[config.mk]
export PLATFORM = sky130hd
export DESIGN_NAME = lsmf_mul
export DESIGN_NICKNAME = d
export VERILOG_FILES = /design/src/design/line_segment_magnetic_field_sum_unit_assert.svh /design/src/design/lsmf_pkg.sv /design/src/design/lsmf_mul.sv
export SDC_FILE = /design/constraint.sdc
export NUM_CORES = 2
export LEC_CHECK = 0
export ABC_AREA = 0
export BUFFER_PORTS_ARGS = -buffer_cell sky130_fd_sc_hd__buf_2
export CAP_MARGIN = 25
export CORE_ASPECT_RATIO = 0.7
export CORE_MARGIN = 2
export CORE_UTILIZATION = 25
export CTS_BUF_LIST = sky130_fd_sc_hd__clkbuf_16
export CTS_CLUSTER_DIAMETER = 120
export DETAILED_ROUTE_END_ITERATION = 12
export GPL_TIMING_DRIVEN = 0
export PLACE_DENSITY = 0.35
export SLEW_MARGIN = 20
export SYNTH_ARGS = -nofsm -noshare
export SYNTH_HDL_FRONTEND = slang
export SYNTH_SLANG_ARGS = --single-unit
[constraint.sdc]
create_clock -name clk -period 15.3 [get_ports clk]
set_input_delay 3.06 -clock clk [delete_from_list [all_inputs] [get_ports clk]]
set_output_delay 3.06 -clock clk [all_outputs]
set_load 0.01 [all_outputs]
[src/design/line_segment_magnetic_field_sum_unit_assert.svh]
// Assertion macros for the line segment field sum unit.
`ifndef LINE_SEGMENT_MAGNETIC_FIELD_SUM_UNIT_ASSERT_SVH
`define LINE_SEGMENT_MAGNETIC_FIELD_SUM_UNIT_ASSERT_SVH

// Same-cycle implication, checked on every clock edge outside reset.
`define LSMF_ASSERT_NOW(lbl, ante, cons, msg) \
  lbl: assert property (@(posedge clk) disable iff (rst) (ante) |-> (cons)) else $error(msg);

// Next-cycle implication, checked on every clock edge outside reset.
`define LSMF_ASSERT_NEXT(lbl, ante, cons, msg) \
  lbl: assert property (@(posedge clk) disable iff (rst) (ante) |=> (cons)) else $error(msg);

`endif

[src/design/lsmf_pkg.sv]
// Shared constants and types for the line segment field sum unit.
package lsmf_pkg;

  localparam int MAX_SEGMENTS    = 1024;
  localparam int ADDR_W          = $clog2(MAX_SEGMENTS);
  localparam int CNT_W           = $clog2(MAX_SEGMENTS + 1);
  localparam int COORD_FRAC_BITS = 24;
  localparam int OUT_FRAC        = 24;
  localparam int UNIT_BITS       = 28;
  localparam int DIR_BITS        = 30;
  localparam int SH_BASE         = DIR_BITS + UNIT_BITS - OUT_FRAC - COORD_FRAC_BITS;
  localparam int SEG_W           = 6 * 32;
  localparam int DIV_STEPS       = 64;
  localparam int SQRT_STEPS      = 32;

  localparam logic signed [63:0] ACC_HI  = 64'sh4000_0000_0000_0000;
  localparam logic signed [63:0] ACC_LO  = -64'sh4000_0000_0000_0000;
  localparam logic signed [63:0] F48_MAX = 64'sh0000_7FFF_FFFF_FFFF;
  localparam logic signed [63:0] F48_MIN = -64'sh0000_8000_0000_0000;
  localparam logic [62:0]        MAG2_MAX = '1;
  localparam logic [47:0]        SQ_LIMIT = 48'd3037000499;

  // Input actions
  localparam logic [1:0] ACT_STORE = 2'd0;
  localparam logic [1:0] ACT_QUERY = 2'd1;
  localparam logic [1:0] ACT_CLEAR = 2'd2;

  // Result status codes
  localparam logic [1:0] ST_FIELD   = 2'd0;
  localparam logic [1:0] ST_STORED  = 2'd1;
  localparam logic [1:0] ST_FULL    = 2'd2;
  localparam logic [1:0] ST_CLEARED = 2'd3;

  // Launch request for the divide / square-root unit
  typedef struct packed {
    logic go;
    logic sq;
  } dsu_ctl_t;

endpackage

[src/design/lsmf_mul.sv]
// Shared 32x32 unsigned multiplier with a registered product.
module lsmf_mul import lsmf_pkg::*; (
  input  logic        clk,
  input  logic [31:0] op_a,
  input  logic [31:0] op_b,
  output logic [63:0] prod
);

  always_ff @(posedge clk) begin
    prod <= {32'd0, op_a} * {32'd0, op_b};
  end

endmodule

# [After elaboration in Yosys (flattened, before gate mapping)]
# Index checks and enable logic that the tools add are counted.
[totals] word_cells=2 reg_bits=64
[op_classes] mul=1
[op_table] op="32-bit by 32-bit multiplier with 64-bit output" count=1

# [Depth between registers and ports, before layout]
[logic_depth] ltp_word=1 ltp_mapped=29

# [Least setup slack after synthesis]
# Ideal clock, no wire load.
[synth_path] path_type="input -> register" startpoint="input port op_a[25]" endpoint="register prod[62]" stages=25 n_path_buf=2 slack_ps=5487 arrival_ps=9741 cell_sequence="clkbuf_1 > nand2_1 > fa_1 > inv_1 > fa_1 > inv_1 > fa_1 > inv_1 > fa_1 > fa_1 > fa_1 > fa_1 > inv_1 > fa_1 > inv_1 > ha_1 > buf_2 > nand4_1 > or4_1 > or3_1 > a31oi_1 > a31o_2 > a211oi_1 > o21ai_1 > xor2_1"
[synth_between] elab_chain_cells=1
[synth_rtl] element="from (decl)" line_no="lsmf_mul.sv:4" rtl="input logic [31:0] op_a,"
[synth_rtl] element="32-bit by 32-bit multiplier with 64-bit output" line_no="lsmf_mul.sv:10" rtl="prod <= {32'd0, op_a} * {32'd0, op_b};"
[synth_rtl] element="to (signal assigned)" line_no="lsmf_mul.sv:10"
[synth_rtl] element="to (decl)" line_no="lsmf_mul.sv:6" rtl="output logic [63:0] prod"
# No other way between the ends.

# [Worst setup path after layout]
[layout_path] startpoint="input port op_b[7]" endpoint="register prod[63]"
[layout_between] elab_chain_cells=1
[layout_rtl] element="from (decl)" line_no="lsmf_mul.sv:5" rtl="input logic [31:0] op_b,"
[layout_rtl] element="32-bit by 32-bit multiplier with 64-bit output" line_no="lsmf_mul.sv:10"
# No other way between the ends.

==> impl_metrics.py <==
metrics = {
    "grt": {
        "grt_max_degree": 12,
        "grt_use_total": 0.2299,
        "grt_pass1_vias": 27189,
        "grt_overflow_total": 0,
        "grt_pass1_wl_mm": 225.4,
        "antenna_found_initial": 26,
    },
    "logic_synthesis": {
        "synth_xor_area_frac": 0.01515,
        "synthMuxAreaShare": 0.0002887,
        "yosysSeqAreaShare": 0.03695,
        "yosysTopAreaCell": "fa_1",
        "synth_top_area_share": 0.5173,
        "yosys.area_share.simple": 0.1762,
        "async_reset_ff_frac": 0,
        "syn_area_sq_um": 34680,
        "synthFlopType": "dfxtp_1",
        "synth_edf_count": 0,
        "synth_seq_cells": 64,
        "synth_area_per_cell_sq_um": 9.252,
        "yosysWarningCount": 0,
        "synth_fp_nets": 4972,
        "synth_cells": 3748,
        "yosysUniqueCellTypes": 57,
        "ys_top_cells_by_area": "fa_1 52%, and2_1 11%, ha_1 9.5%",
        "synth_top_family_by_area": "adder cells",
        "synth_fa_ha_area_frac": 0.6122,
        "synth-compound-area-share": 0.04153,
    },
    "run_status": {
        "status": "complete, no violations",
    },
    "worst_setup_path": {
        "arrival_ns": 12.13,
        "worstSetupPathType": "input pin to flop",
        "end_kind": "flop",
        "cp.required_ns": 15.61,
        "cp-start-kind": "input pin",
        "crit_fanout": 10,
    },
    "timing": {
        "min_period_over_period": 0.7729,
        "max_freq_mhz": 84.57,
        "hold_violations": 0,
        "final.min_clock_period_ns": 11.82,
        "finalMaxSlewViolations": 0,
        "setup_viol": 0,
        "relSlewSlack": 0.1668,
        "grt_setup_unrepaired": "no",
        "finalSetupTns_ns": 0,
        "tightestPinTransition_ns": 1.250,
    },
    "layout": {
        "top_regs": "prod (64)",
        "nNetsFinal": 5125,
        "top_register": "prod",
        "syn_to_final_growth_pct": 10.11,
        "largest_reg_flops": 64,
        "drive_gt1_frac": 0.04917,
    },
    "clocking": {
        "clkSinkCount": 64,
        "cts.path.max_buffers": 2,
        "cts_tree": "done",
        "ctsResizeCount": 0,
        "cts_made_buffers": 9,
        "post-cts-setup-buffers": 0,
        "cts_hold_buf": 0,
        "path_clk_slew_ns": 0.06,
        "root_buffer": "clkbuf_16",
        "h-tree-depth": 3,
    },
    "routing": {
        "wire_per_inst_um": 27.67,
        "drc_errors": 0,
        "totalWireLength_mm": 159.7,
        "postRouteAntennaNets": 0,
        "via_per_inst": 4.470,
        "drt_iter0_markers": 2294,
        "dr.pass1.iters": 5,
        "route.vias.total": 25801,
    },
    "min_path": {
        "hold_path_class": "input pin to flop",
    },
    "floorplanning": {
        "die_area_sq_um": 141700,
        "die_h_um": 315.6,
        "dieWidth_um": 449.1,
        "pin_count": 129,
        "core_region_area_sq_um": 137900,
        "start_util": 0.2514,
        "fp-row-count": 114,
    },
    "place": {
        "io_buffers": 128,
        "hpwl_mm": 140.1,
        "place_congestion": 0.8980,
    },
    "flow_run": {
        "maxCapViolCount": 0,
    },
}
critical path: stages:
cell and delay, ns:
buf_2 0.27, clkbuf_1 0.79, and2_1 0.25, fa_1 0.47, fa_1 0.48, fa_1 0.55, inv_1 0.05, fa_1 0.47
inv_1 0.05, fa_1 0.50, inv_1 0.05, fa_1 0.53, inv_1 0.05, fa_1 0.64, fa_1 0.48, ha_1 0.44
clkbuf_1 0.41, nand4_1 0.16, a2111o_1 0.31, a21o_1 0.20, a21oi_2 0.25, a31oi_1 0.31, o31ai_4 0.49, a21oi_2 0.24
a221oi_1 0.30, and4_1 0.29
Yosys cell counts, types with 2 or more instances:
master,n
o31ai_1,2
and3b_1,2
clkbuf_1,213
or4_1,3
and2_1,602
o21ai_1,5
a31oi_1,12
o21ai_0,21
a21o_1,40
nand3_1,10
dfxtp_1,64
o21bai_1,10
or2_2,3
o21a_1,9
o31ai_4,3
xnor2_1,35
o211ai_1,2
nor3_1,7
o221a_2,2
a221o_1,4
o221ai_1,3
a21oi_2,3
a21boi_1,3
and3_1,14
nand2_1,480
nor2_1,20
buf_2,6
or3_1,3
ha_1,263
fa_1,896
a311oi_1,2
a221oi_4,3
nor2b_1,2
nand4_1,23
a211oi_1,3
inv_1,865
nand2b_1,2
a21oi_1,63
xor2_1,25
and4_1,3
stage by stage:
stage | hold slack, ns | worst slack (ns) | cell area, sq um | util | instances
detailed placement | 3.384 | 3.135 | 37820 | 0.2742 | 5744
CTS | 2.963 | 3.502 | 38130 | 0.2765 | 5759
floorplan | 3.187 | 5.487 | 34680 | - | 3748
global route | 2.990 | 3.195 | 38160 | 0.2766 | 5762
finish | 3.003 | 3.475 | 38180 | 0.2768 | 5772
global placement | 3.366 | 3.081 | 37640 | 0.2729 | 5732
final timing paths:
| kind | slack, ns | to | depth (start not counted) | from |
|---|---|---|---|---|
| worst max-delay path | 3.48 | prod[63]$_DFF_P_ | 26 | op_b[7] |
| worst min-delay path | 3.00 | prod[0]$_DFF_P_ | 2 | op_b[0] |
logic make-up after synthesis:
family / after synthesis
and+or+nand+nor: 1177
DFF: 64
AOI/OAI and AO/OA: 202
muxes: 1
xor gates and xnor gates: 60
buffers and inverters: 1085
adders and majority gates: 1159
layout by cell type, fill, tap and decap left out, drive strengths merged, types with 4 or more instances in the layout:
master and count:
o21bai 11, nor3 7, o31ai 5, a221oi 4, dfxtp 64, a21o 40, a31oi 12, buf 149
diode 11, clkbuf 222, a221o 4, inv 866, o21ai 26, xor2 25, nand2 480, nand4 23
and3 14, ha 263, xnor2 35, nand3 10, and2 602, o21a 9, nor2 20, fa 896
a21oi 66
per-layer routing:
layer | wire length, um | share of wire | GRT usage | vias to the layer above
li1 | - | - | - | 11164
met1 | 85620 | 0.54 | 0.3850 | 13755
met2 | 58200 | 0.36 | 0.2925 | 836
met3 | 14580 | 0.091 | 0.05673 | 46
met4 | 1330 | 0.0083 | 0.02541 | 0
met5 | 0 | 0 | 0 | -
area by class of cell:
cell class,count,area [sq um]
multi-input combinational,2599,29320
tap,1856,2322
clock inverter,6,83.83
inverter,865,3247
antenna,11,27.53
clock buffer,9,225.2
fill,15078,99750
timing repair buffer,142,824.5
buffer,220,849.6
sequential,64,1281
Power is left out: the tool's default activity adds up to more than one toggle a clock period on the data nets, which glitch-free logic cannot reach.
