[config.mk]
export PLATFORM = sky130hd
export DESIGN_NAME = lsmf_dsu
export DESIGN_NICKNAME = d
export VERILOG_FILES = /design/src/design/line_segment_magnetic_field_sum_unit_assert.svh /design/src/design/lsmf_pkg.sv /design/src/design/lsmf_dsu.sv
export SDC_FILE = /design/constraint.sdc
export NUM_CORES = 1
export LEC_CHECK = 0
export BUFFER_PORTS_ARGS = -buffer_cell sky130_fd_sc_hd__buf_2
export CAP_MARGIN = 20
export CORE_ASPECT_RATIO = 0.7
export CORE_MARGIN = 2
export CORE_UTILIZATION = 28
export CTS_CLUSTER_DIAMETER = 100
export DETAILED_ROUTE_END_ITERATION = 8
export GPL_ROUTABILITY_DRIVEN = 0
export MAX_ROUTING_LAYER = met4
export PLACE_DENSITY_LB_ADDON = 0.15
export SKIP_CTS_REPAIR_TIMING = 1
export SKIP_LAST_GASP = 1
export SLEW_MARGIN = 40
export SYNTH_ARGS = -nofsm -noshare
export SYNTH_HDL_FRONTEND = slang
export SYNTH_SLANG_ARGS = --single-unit
[constraint.sdc]
create_clock -name clk -period 7.9 [get_ports clk]
set_input_delay 1.58 -clock clk [delete_from_list [all_inputs] [get_ports clk]]
set_output_delay 1.58 -clock clk [all_outputs]
set_load 0.01 [all_outputs]
[src/design/line_segment_magnetic_field_sum_unit_assert.svh]
// Assertion macros for the line segment field sum unit.
`ifndef LINE_SEGMENT_MAGNETIC_FIELD_SUM_UNIT_ASSERT_SVH
`define LINE_SEGMENT_MAGNETIC_FIELD_SUM_UNIT_ASSERT_SVH

// Same-cycle implication, checked on every clock edge outside reset.
`define LSMF_ASSERT_NOW(lbl, ante, cons, msg) \
  lbl: assert property (@(posedge clk) disable iff (rst) (ante) |-> (cons)) else $error(msg);

// Next-cycle implication, checked on every clock edge outside reset.
`define LSMF_ASSERT_NEXT(lbl, ante, cons, msg) \
  lbl: assert property (@(posedge clk) disable iff (rst) (ante) |=> (cons)) else $error(msg);

`endif

[src/design/lsmf_pkg.sv]
// Shared constants and types for the line segment field sum unit.
package lsmf_pkg;

  localparam int MAX_SEGMENTS    = 1024;
  localparam int ADDR_W          = $clog2(MAX_SEGMENTS);
  localparam int CNT_W           = $clog2(MAX_SEGMENTS + 1);
  localparam int COORD_FRAC_BITS = 24;
  localparam int OUT_FRAC        = 24;
  localparam int UNIT_BITS       = 28;
  localparam int DIR_BITS        = 30;
  localparam int SH_BASE         = DIR_BITS + UNIT_BITS - OUT_FRAC - COORD_FRAC_BITS;
  localparam int SEG_W           = 6 * 32;
  localparam int DIV_STEPS       = 64;
  localparam int SQRT_STEPS      = 32;

  localparam logic signed [63:0] ACC_HI  = 64'sh4000_0000_0000_0000;
  localparam logic signed [63:0] ACC_LO  = -64'sh4000_0000_0000_0000;
  localparam logic signed [63:0] F48_MAX = 64'sh0000_7FFF_FFFF_FFFF;
  localparam logic signed [63:0] F48_MIN = -64'sh0000_8000_0000_0000;
  localparam logic [62:0]        MAG2_MAX = '1;
  localparam logic [47:0]        SQ_LIMIT = 48'd3037000499;

  // Input actions
  localparam logic [1:0] ACT_STORE = 2'd0;
  localparam logic [1:0] ACT_QUERY = 2'd1;
  localparam logic [1:0] ACT_CLEAR = 2'd2;

  // Result status codes
  localparam logic [1:0] ST_FIELD   = 2'd0;
  localparam logic [1:0] ST_STORED  = 2'd1;
  localparam logic [1:0] ST_FULL    = 2'd2;
  localparam logic [1:0] ST_CLEARED = 2'd3;

  // Launch request for the divide / square-root unit
  typedef struct packed {
    logic go;
    logic sq;
  } dsu_ctl_t;

endpackage

[src/design/lsmf_dsu.sv]
// Shared iterative unit: restoring divide (one quotient bit a cycle) or
// integer square root (one result bit a cycle).
module lsmf_dsu import lsmf_pkg::*; (
  input  logic        clk,
  input  logic        rst,
  input  dsu_ctl_t    ctl,
  input  logic [63:0] num,
  input  logic [31:0] den,
  output logic        done,
  output logic [63:0] res
);

  logic        busy;
  logic        sq;
  logic [5:0]  cnt;
  logic [63:0] ra;    // dividend/quotient, or remaining radicand
  logic [63:0] rb;    // partial remainder, or root
  logic [63:0] bitv;
  logic [31:0] dn;

  logic [32:0] rsh;
  logic        dfit;
  logic [32:0] rdiff;
  logic [63:0] tsum;
  logic        sfit;

  // One compare-subtract per cycle for either operation
  always_comb begin
    rsh   = {rb[31:0], ra[63]};
    dfit  = rsh >= {1'b0, dn};
    rdiff = rsh - {1'b0, dn};
    tsum  = rb + bitv;
    sfit  = ra >= tsum;
  end

  // Control
  always_ff @(posedge clk) begin
    if (rst) begin
      busy <= 1'b0;
      done <= 1'b0;
      sq   <= 1'b0;
      cnt  <= '0;
    end else begin
      done <= 1'b0;
      if (ctl.go) begin
        busy <= 1'b1;
        sq   <= ctl.sq;
        cnt  <= ctl.sq ? 6'(SQRT_STEPS - 1) : 6'(DIV_STEPS - 1);
      end else if (busy) begin
        cnt <= cnt - 6'd1;
        if (cnt == 6'd0) begin
          busy <= 1'b0;
          done <= 1'b1;
        end
      end
    end
  end

  // Datapath
  always_ff @(posedge clk) begin
    if (ctl.go) begin
      ra   <= num;
      rb   <= '0;
      bitv <= 64'h4000_0000_0000_0000;
      dn   <= den;
    end else if (busy) begin
      if (sq) begin
        if (sfit) begin
          ra <= ra - tsum;
          rb <= (rb >> 1) + bitv;
        end else begin
          rb <= rb >> 1;
        end
        bitv <= bitv >> 2;
      end else begin
        ra <= {ra[62:0], dfit};
        rb <= dfit ? 64'(rdiff) : 64'(rsh);
      end
    end
  end

  assign res = sq ? rb : ra;

endmodule
; After elaboration in Yosys (flattened, before gate mapping)
; Cells that the tools add are included.
[op_classes]
addsub = 5
n_mul = 0
div = 0
n_lt_le_gt_ge = 2
eq_ne = 1
shifts = 0
muxes = 15
bitwise = 1
n_reduce_logical = 5
[op_table]
columns = op, n
row1 = $mux W64, 7
row2 = $add A63 B63 Y64, 1
row3 = $add A64 B63 Y64, 1
row4 = $ge A64 B64 Y1, 1
row5 = $sub A64 B64 Y64, 1
row6 = $ge A33 B32 Y1, 1
row7 = $mux W33, 1
row8 = $sub A33 B32 Y33, 1
row9 = $mux W6, 3
row10 = $logic_not A6 Y1, 1
row11 = $sub A6 B1 Y6 const B, 1
row12 = $mux W1, 4
row13 = $reduce_and A2 Y1, 2
row14 = $ne A3 B2 Y1 const B, 1
row15 = $reduce_or A3 Y1, 1
row16 = $reduce_bool A2 Y1, 1
row17 = $not A1 Y1, 1
[word_totals]
register_bits = 201
latch_bits = 0
ramBits = 0
rom_bits = 0
in_bits = 100
out_inout_bits = 65
memories = 0

; Longest topological paths before layout
; Gate-level depths: netlist of run 1.
[logic_depth]
ltp_word = 6
ltp_mapped = 27
ltp_nobuf = 25

; Worst setup path before layout of run 1
; No wires, ideal clock.
[synth_timing]
path_type = register to register
from = register rb[2]
to = register ra[0] (enable)
arrival_time_ns = 6.953
path_slack_ns = 0.461
stages_incl_launch_ff = 22
path_buffers = 3
period_less_slack_ns = 7.439
path_cell_list = dfxtp_1 ha_1 a31o_2 a31oi_1 o21a_1 o21ai_0 a21boi_1 o21a_1 o31ai_2 a31o_2 a41oi_1 o21bai_1 xnor2_1 ha_1 clkbuf_1 nand2_1 nor3_1 a41o_1 buf_6 buf_2 nor2_1 nor2_1
[synth_between]
elab_chain_cells = 4
[synth_rtl]
columns = element, line_no
row1 = "start, declared", lsmf_dsu.sv:17  ; logic [63:0] rb;
row2 = "start signal, assigned", lsmf_dsu.sv:70  ; rb <= (rb >> 1) + bitv;
row3 = "start signal, assigned", lsmf_dsu.sv:72  ; rb <= rb >> 1;
row4 = "start signal, assigned", lsmf_dsu.sv:77  ; rb <= dfit ? 64'(rdiff) : 64'(rsh);
row5 = $add A64 B63 Y64, lsmf_dsu.sv:32  ; tsum = rb + bitv;
row6 = $ge A64 B64 Y1, lsmf_dsu.sv:33  ; sfit = ra >= tsum;
row7 = $ne A3 B2 Y1 (no source line), n/a
row8 = $reduce_and A2 Y1 (no source line), n/a
row9 = "end signal, assigned", lsmf_dsu.sv:62  ; ra <= num;
row10 = "end signal, assigned", lsmf_dsu.sv:69  ; ra <= ra - tsum;
row11 = "end signal, assigned", lsmf_dsu.sv:76  ; ra <= {ra[62:0], dfit};
row12 = "end, declared", lsmf_dsu.sv:16  ; logic [63:0] ra;
; No other way between the ends.
; A chain may end at the register's enable or synchronous reset.

; Worst setup path after layout of run 1
[layout_timing]
from = register rb[6]
to = register rb[11]
[layout_between]
elab_chain_cells = 4
[layout_rtl]
columns = element, line_no
row1 = $add A64 B63 Y64, lsmf_dsu.sv:32
row2 = $ge A64 B64 Y1, lsmf_dsu.sv:33
row3 = $mux W64, lsmf_dsu.sv:68  ; if (sfit) begin
row4 = $mux W64 (*), lsmf_dsu.sv:67  ; if (sq) begin
; Every way passes the cells marked *; elsewhere a longest branch is shown, timed or not.

==> qor.txt, run 1 <==
Pre-Repair DR Iteration Count = 6
Synth Area in XOR/XNOR = 9.138%
CP arrival = 7.00 ns
Final hold viol count = 0
PwrDens = 183.9 nW/um^2
Max_cap viols = 0
Sequential share of power = 31.7%
Util after Layout = 31.94%
Drt drc = 0
Htree depth = 1
Leak pwr = 8.702 nW
Post-synth ARST share = 0%
Post-route ant nets = 0
Psw = 1.586 mW
Syn Area/Cell = 7.746 sq um
Die Y-Extent = 226.2 microns
Fin area = 22,310 sq um
Core Footprint = 69,830 sq um
Final WS setup = 1.352 ns
Top Ports = 165
Detailed Route Iter0 Violations = 2,093
Sequential-to-total area share from yosys stat = 25.25%
Adder-Cell Fraction of Synth Area = 10.60%
Gate power share = 36.7%
Cell area after synthesis = 19,740 sq um
Worst Setup SP = rb[6]$_SDFFE_PP0P_
Post-DP HPWL = 59,190 microns
Final net count = 2,888
Simple-gate share of the synthesized area = 19.02%
Max VDD drop = 0.1643 mV
Setup Skew = 0.02161 ns
Setup crit end kind = flip-flop
Final std cells w/o fill = 3,557
CTS sink cnt = 201
Total Routed Length = 75,240 microns
Port Buf Inserts = 164
Antenna violations before repair = 1
#FFs+latches synth = 201
Initial Util = 28.28%
Die Wd = 321.4 microns
Post-synth EDFFs = 96
Site Rows = 81
DR WL/cell = 21.15 microns
Int Pwr = 2.516 mW
CTS tree = built
Synth area leaders = edfxtp_1 (15%), dfxtp_1 (11%), ha_1 (10%)
Crit path time final = 6.548 ns
Worst-Skew Late Latency = 0.60 ns
Crit path max-delay cell type = or4_1
Synth Instances = 2,549
Max-Slew Margin vs Limit = 46.89%
Critical-path cell list = ha_1, nor3_1, a211o_1, or4_1, a31oi_1, nor2b_1, o21ai_0, a21oi_1, xor2_1, ha_1, nand4_1, or4_1, o31ai_1, a21oi_1, o211ai_2, a41o_1, buf_4, o21ai_0, xnor2_1, a221oi_1, nor2_1
Largest net degree at the start of global routing = 140
Max Root-Sink Buffers = 3
Tcrit/Tclk final = 82.89%
Hold WS = 0.4932 ns
Worst-margin pin slew = 0.7883 ns
Hold Crit Class = flip-flop to flip-flop
Crit path max fanout = 40
Synth Area in Compound Gates = 26.29%
Critical Path Source Type = flip-flop
Fmax = 152.7 MHz
TNS Setup = 0 ns
Number of global-route vias before repair = 18,340
Placed cell count = 3,505
RSZ-0062 raised after global routing = no
Critical path type = flip-flop to flip-flop
Slowest cell delay on critical path = 0.61 ns
# setup viols final = 0
GR Overflow Total = 0
Status = finished, final reports clean
Post-synthesis mux area share = 4.873%
Slew Viols, Final = 0
Reg2Reg Launch Point = rb[6]$_SDFFE_PP0P_
CTS buffer count = 28
Gr usage total = 20.82%
Clock root cell = clkbuf_16
Dpl ws = 1.415 ns
Clock share of power = 31.6%
Yosys warns = 0
Routed vias/inst = 5.433
Fillers = 7,535
Post-Syn Nets = 2,815
Main combinational cell family by area after synthesis = compound AO/OA/AOI/OAI gates
CP Data Required Time = 8.35 ns
Synth Flop Type = dfxtp_1
Cell variety after synth = 91
Top cell type by total area after synthesis = edfxtp_1
Post-synth top area share = 14.60%
First-pass GRT wire length = 113,500 microns
CTS clk-pin slew, worst paths = 0.06 ns
Die ar. = 72,690 sq um
Pwr Total = 4.102 mW
Layout cells sized above 1 = 12.67%
Vias = 19,320
Synth-to-layout area growth = 12.97%
HP Start = bitv[0]$_SDFFE_PP0P_
Cell Area, Placed = 21,390 sq um
Switching portion of total power = 38.66%
[placed cells by master, fill, tap and decap left out, drive strengths merged, types with 44 or more instances in the layout]
cell type | netlist | final
nand2 | 400 | 400
a21oi | 232 | 232
o21ai | 209 | 209
buf | 33 | 195
nor2 | 181 | 181
ha | 164 | 164
xnor2 | 116 | 116
dfxtp | 105 | 105
edfxtp | 96 | 96
xor2 | 90 | 90
inv | 81 | 83
a31oi | 71 | 71
nand3 | 51 | 51
mux2i | 50 | 50
a21o | 49 | 49
nor3 | 47 | 47
clkbuf | 120 | 44
[power groups by stage]
stage | clock network, mW | registers (mW) | logic [mW]
after floorplan | 0 | 1.25 | 1.07
after global placement | 0 | 1.32 | 1.48
after detailed placement | 0 | 1.32 | 1.48
after CTS | 1.33 | 1.30 | 1.49
after global routing | 1.37 | 1.31 | 1.65
final | 1.30 | 1.30 | 1.50
[Yosys cell counts (all sizes together) (15+ instances only)]
| library cell | number |
|---|---|
| o21bai | 36 |
| nand4 | 42 |
| nor2 | 181 |
| nand2b | 19 |
| nand3 | 51 |
| clkbuf | 120 |
| mux2 | 41 |
| mux2i | 50 |
| inv | 81 |
| nor3 | 47 |
| nand2 | 400 |
| buf | 33 |
| nor4 | 15 |
| o21a | 26 |
| ha | 164 |
| a21oi | 232 |
| xor2 | 90 |
| a21o | 49 |
| a211oi | 22 |
| dfxtp | 105 |
| a31o | 15 |
| a31oi | 71 |
| o21ai | 209 |
| edfxtp | 96 |
| o211ai | 16 |
| xnor2 | 116 |
| nor2b | 26 |
[cell type report]
class	instances	area, sq um	share of cell area (%)
diodes	1	2.502	0.01122
clock buffers	43	838.3	3.758
clock inverters	8	71.32	0.3197
inverters	82	307.8	1.380
multi-input cells	2113	13840	62.05
flip-flops and latches	201	4989	22.36
well taps	913	1142	5.121
repair buffers	196	1115	4.998
[worst max-delay path, delay by kind of cell, from the launching register on]
family | cells | cell delay, ns
compound gates | 10 | 2.56
simple gates | 6 | 1.60
fa+ha+maj | 2 | 0.78
flops | 1 | 0.59
buf+inv | 1 | 0.48
xor+xnor | 2 | 0.36
[per-layer routing]
| layer | up-vias | track usage, % | part of all wire [%] |
|---|---|---|---|
| met5 | - | - | 0 |
| met4 | 0 | 4.748 | 2.4 |
| met3 | 85 | 3.345 | 6.6 |
| met2 | 617 | 26.40 | 37 |
| met1 | 9194 | 33.01 | 54 |
| li1 | 9428 | - | - |
[flip-flops by register name, summed over array words and instances (netlist names)]
name	flops
done	1
cnt	6
dn	32
busy	1
rb	64
ra	64
bitv	32
sq	1
[worst paths after layout]
kind / to / slack [ns] / cells after the start
max: rb[11]$_SDFFE_PP0P_ / 1.35 / 21
min: bitv[0]$_SDFFE_PP0P_ / 0.49 / 2
max reg2reg: rb[11]$_SDFFE_PP0P_ / 1.35 / 21
min reg2reg: bitv[0]$_SDFFE_PP0P_ / 0.49 / 2
[logic make-up after synthesis]
| kind of cell | after synthesis |
|---|---|
| AO/OA/AOI/OAI | 813 |
| adder cells (fa/ha/maj) | 166 |
| flip-flops | 201 |
| multiplexers | 91 |
| buffers and inverters | 235 |
| AND/OR/NAND/NOR | 837 |
| XOR/XNOR | 206 |
(Power assumes the default switching activity.)
==> run 2: changes to the inputs <==
Settings changed: ABC_AREA set to 1.
Clock period 7.9 ns to 5.2 ns, I/O delays scaled along.
==> run 2 against run 1 <==
Effect of this change: cell area increased by 26%; sequential cell count unchanged; area after synthesis increased by 24%; power increased by 49%; combinational power increased by 33%; count of clock-buffer cells in the layout decreased by 5; clock skew increased by 0.0084 ns; global-route usage increased by 5.7 points; critical endpoint is now ra[51]$_DFFE_PP_; largest cell class unchanged; largest power group is now the clock network.
==> qor.txt, run 2 <==
CTS sink cnt = 201
Critical Path Source Type = flip-flop
Max Root-Sink Buffers = 3
Simple-gate share of the synthesized area = 39.70%
Switching portion of total power = 39.25%
Most frequent cells in the layout = nand2_1 (1,447), inv_1 (606), nor2_1 (468), o21ai_0 (291), nand3_1 (291)
Fin area = 28,060 sq um
Post-synth EDFFs = 96
Reg2Reg Launch Point = rb[42]$_SDFFE_PP0P_
CP dominant cell by count = nand2_1
#FFs+latches synth = 201
Post-DP HPWL = 99,050 microns
First-pass GRT wire length = 173,600 microns
Final WS setup = 0.1606 ns
# setup viols final = 0
PwrDens = 217.8 nW/um^2
Leading cell type in the layout, fill and taps excluded = nand2_1
Port Buf Inserts = 164
Slowest cell delay on critical path = 0.59 ns
Die Wd = 357.6 microns
DR WL/cell = 21.15 microns
Setup Skew = 0.02998 ns
Total Routed Length = 118,900 microns
Most frequent cell after synthesis = nand2_1
Final net count = 4,715
Cell area after synthesis = 24,500 sq um
Antenna violations before repair = 6
Largest net degree at the start of global routing = 69
Vias = 28,900
Die ar. = 89,930 sq um
Top cells by count, synth = nand2_1 (1,448), inv_1 (609), nor2_1 (475), o21ai_0 (297), nand3_1 (291)
Int Pwr = 3.713 mW
Critical-path cell list = ha_1, nand4_1, nor3_1, nand3_1, nand3_1, nand2_1, nand2_1, xor2_1, ha_1, inv_1, o21bai_1, a21oi_1, buf_4, nand2_1, nand2_1, nand2_1, a21oi_2, nand2_2, o21ai_0, inv_2, buf_12
Worst-margin pin slew = 0.8779 ns
Main combinational cell family by area after synthesis = simple AND/OR/NAND/NOR gates
Adder-Cell Fraction of Synth Area = 8.538%
Crit path max fanout = 29
Worst path bufs/invs = 4
Yosys warns = 0
Psw = 2.399 mW
Worst r2r dst = ra[51]$_DFFE_PP_
Leak pwr = 13.01 nW
Final hold viol count = 0
Critical path type = flip-flop to flip-flop
Post-synthesis mux area share = 0%
Crit path time final = 5.039 ns
Slew Viols, Final = 0
R2R Setup Slk = 0.16 ns
Reg2Reg Depth = 21
Die Y-Extent = 251.5 microns
Gate power share = 32.6%
Crit path depth = 21
Hold WS = 0.4634 ns
Syn Area/Cell = 5.724 sq um
Worst-Skew Late Latency = 0.63 ns
Core Footprint = 86,480 sq um
Tcrit/Tclk final = 96.91%
Dpl ws = 0.2063 ns
Initial Util = 28.33%
Sequential share of power = 30.8%
Synth-to-layout area growth = 14.52%
Fmax = 198.4 MHz
Final std cells w/o fill = 5,624
Sequential-to-total area share from yosys stat = 20.34%
CP arrival = 5.40 ns
Synth area leaders = nand2_1 (22%), edfxtp_1 (12%), inv_1 (9.3%)
Setup crit end kind = flip-flop
Top cell type by total area after synthesis = nand2_1
Status = finished, final reports clean
Post-Syn Nets = 4,547
Hold Crit Class = flip-flop to flip-flop
CTS tree = built
Number of global-route vias before repair = 26,080
CP endpoint = ra[51]$_DFFE_PP_
Clock root cell = clkbuf_16
Max-Slew Margin vs Limit = 41.11%
Max VDD drop = 0.2657 mV
Gr usage total = 26.55%
Synth Instances = 4,281
Top Ports = 165
Pre-Repair DR Iteration Count = 9
Post-synth ARST share = 0%
CP delay by family, top = simple AND/OR/NAND/NOR gates
CTS clk-pin slew, worst paths = 0.07 ns
Site Rows = 90
Max_cap viols = 0
Placed cell count = 5,568
Layout cells sized above 1 = 8.117%
Htree depth = 1
Biggest regs = ra: 64 flops, rb: 64 flops
Synth Area in XOR/XNOR = 4.075%
GR Overflow Total = 0
Synth Area in Compound Gates = 15.53%
Crit path max-delay cell type = nor3_1
Post-route ant nets = 0
Drt drc = 0
CP Data Required Time = 5.56 ns
Synth Flop Type = dfxtp_1
Routed vias/inst = 5.138
Detailed Route Iter0 Violations = 3,559
Cell variety after synth = 55
Cell Area, Placed = 26,970 sq um
Worst Setup SP = rb[42]$_SDFFE_PP0P_
Clock share of power = 36.6%
CTS buffer count = 29
Post-synth top area share = 22.18%
-- run 2: routing by layer --
layer / global-route usage (%) / vias up / part of all wire [%] / routed length (microns)
met3: 7.725 / 82 / 12 / 13880
met5: - / - / 0 / 0
met1: 40.79 / 13240 / 50 / 59600
li1: - / 14200 / - / -
met4: 4.662 / 0 / 1.9 / 2237
met2: 33.31 / 1378 / 36 / 43240
-- run 2: layout make-up --
type | count | area [sq um]
fillers | 10020 | 58420
multi-input cells | 3343 | 16690
flip-flops and latches | 201 | 4989
inverters | 618 | 2323
repair buffers | 256 | 1580
well taps | 1150 | 1439
clock buffers | 38 | 847.1
clock inverters | 16 | 187.7
diodes | 2 | 5.005
-- run 2: how the worst min path moves through the flow --
stage | start | endpoint | cells after the start
floorplan | cnt[0]$_SDFFE_PP0P_ | cnt[0]$_SDFFE_PP0P_ | 1
global placement | cnt[0]$_SDFFE_PP0P_ | cnt[0]$_SDFFE_PP0P_ | 1
detailed placement | cnt[0]$_SDFFE_PP0P_ | cnt[0]$_SDFFE_PP0P_ | 1
global route | cnt[4]$_SDFFE_PP0P_ | cnt[4]$_SDFFE_PP0P_ | 2
finish | cnt[0]$_SDFFE_PP0P_ | cnt[0]$_SDFFE_PP0P_ | 1
CTS | cnt[0]$_SDFFE_PP0P_ | cnt[0]$_SDFFE_PP0P_ | 1
-- run 2: power groups by stage --
stage	Sequential (mW)	Clock [mW]	Combinational [mW]
4_1_cts	1.88	2.30	1.94
3_5_place_dp	1.91	0	1.93
2_1_floorplan	1.87	0	1.24
5_1_grt	1.89	2.35	2.18
3_3_place_gp	1.91	0	1.94
6_report	1.88	2.24	1.99
-- run 2: stage by stage --
step                power (mW)  util [%]   TNS, ns
floorplan                3.107         -         0
global placement         3.850     31.18         0
detailed placement       3.841     31.18         0
CTS                      6.116     32.38         0
global route             6.418     32.44  -0.03045
finish                   6.113     32.45         0
-- run 2: logic make-up after synthesis --
kind of cell,count (synthesis)
adder cells (fa/ha/maj),166
AND/OR/NAND/NOR,2383
flip-flops,201
AO/OA/AOI/OAI,680
buffers and inverters,737
XOR/XNOR,114
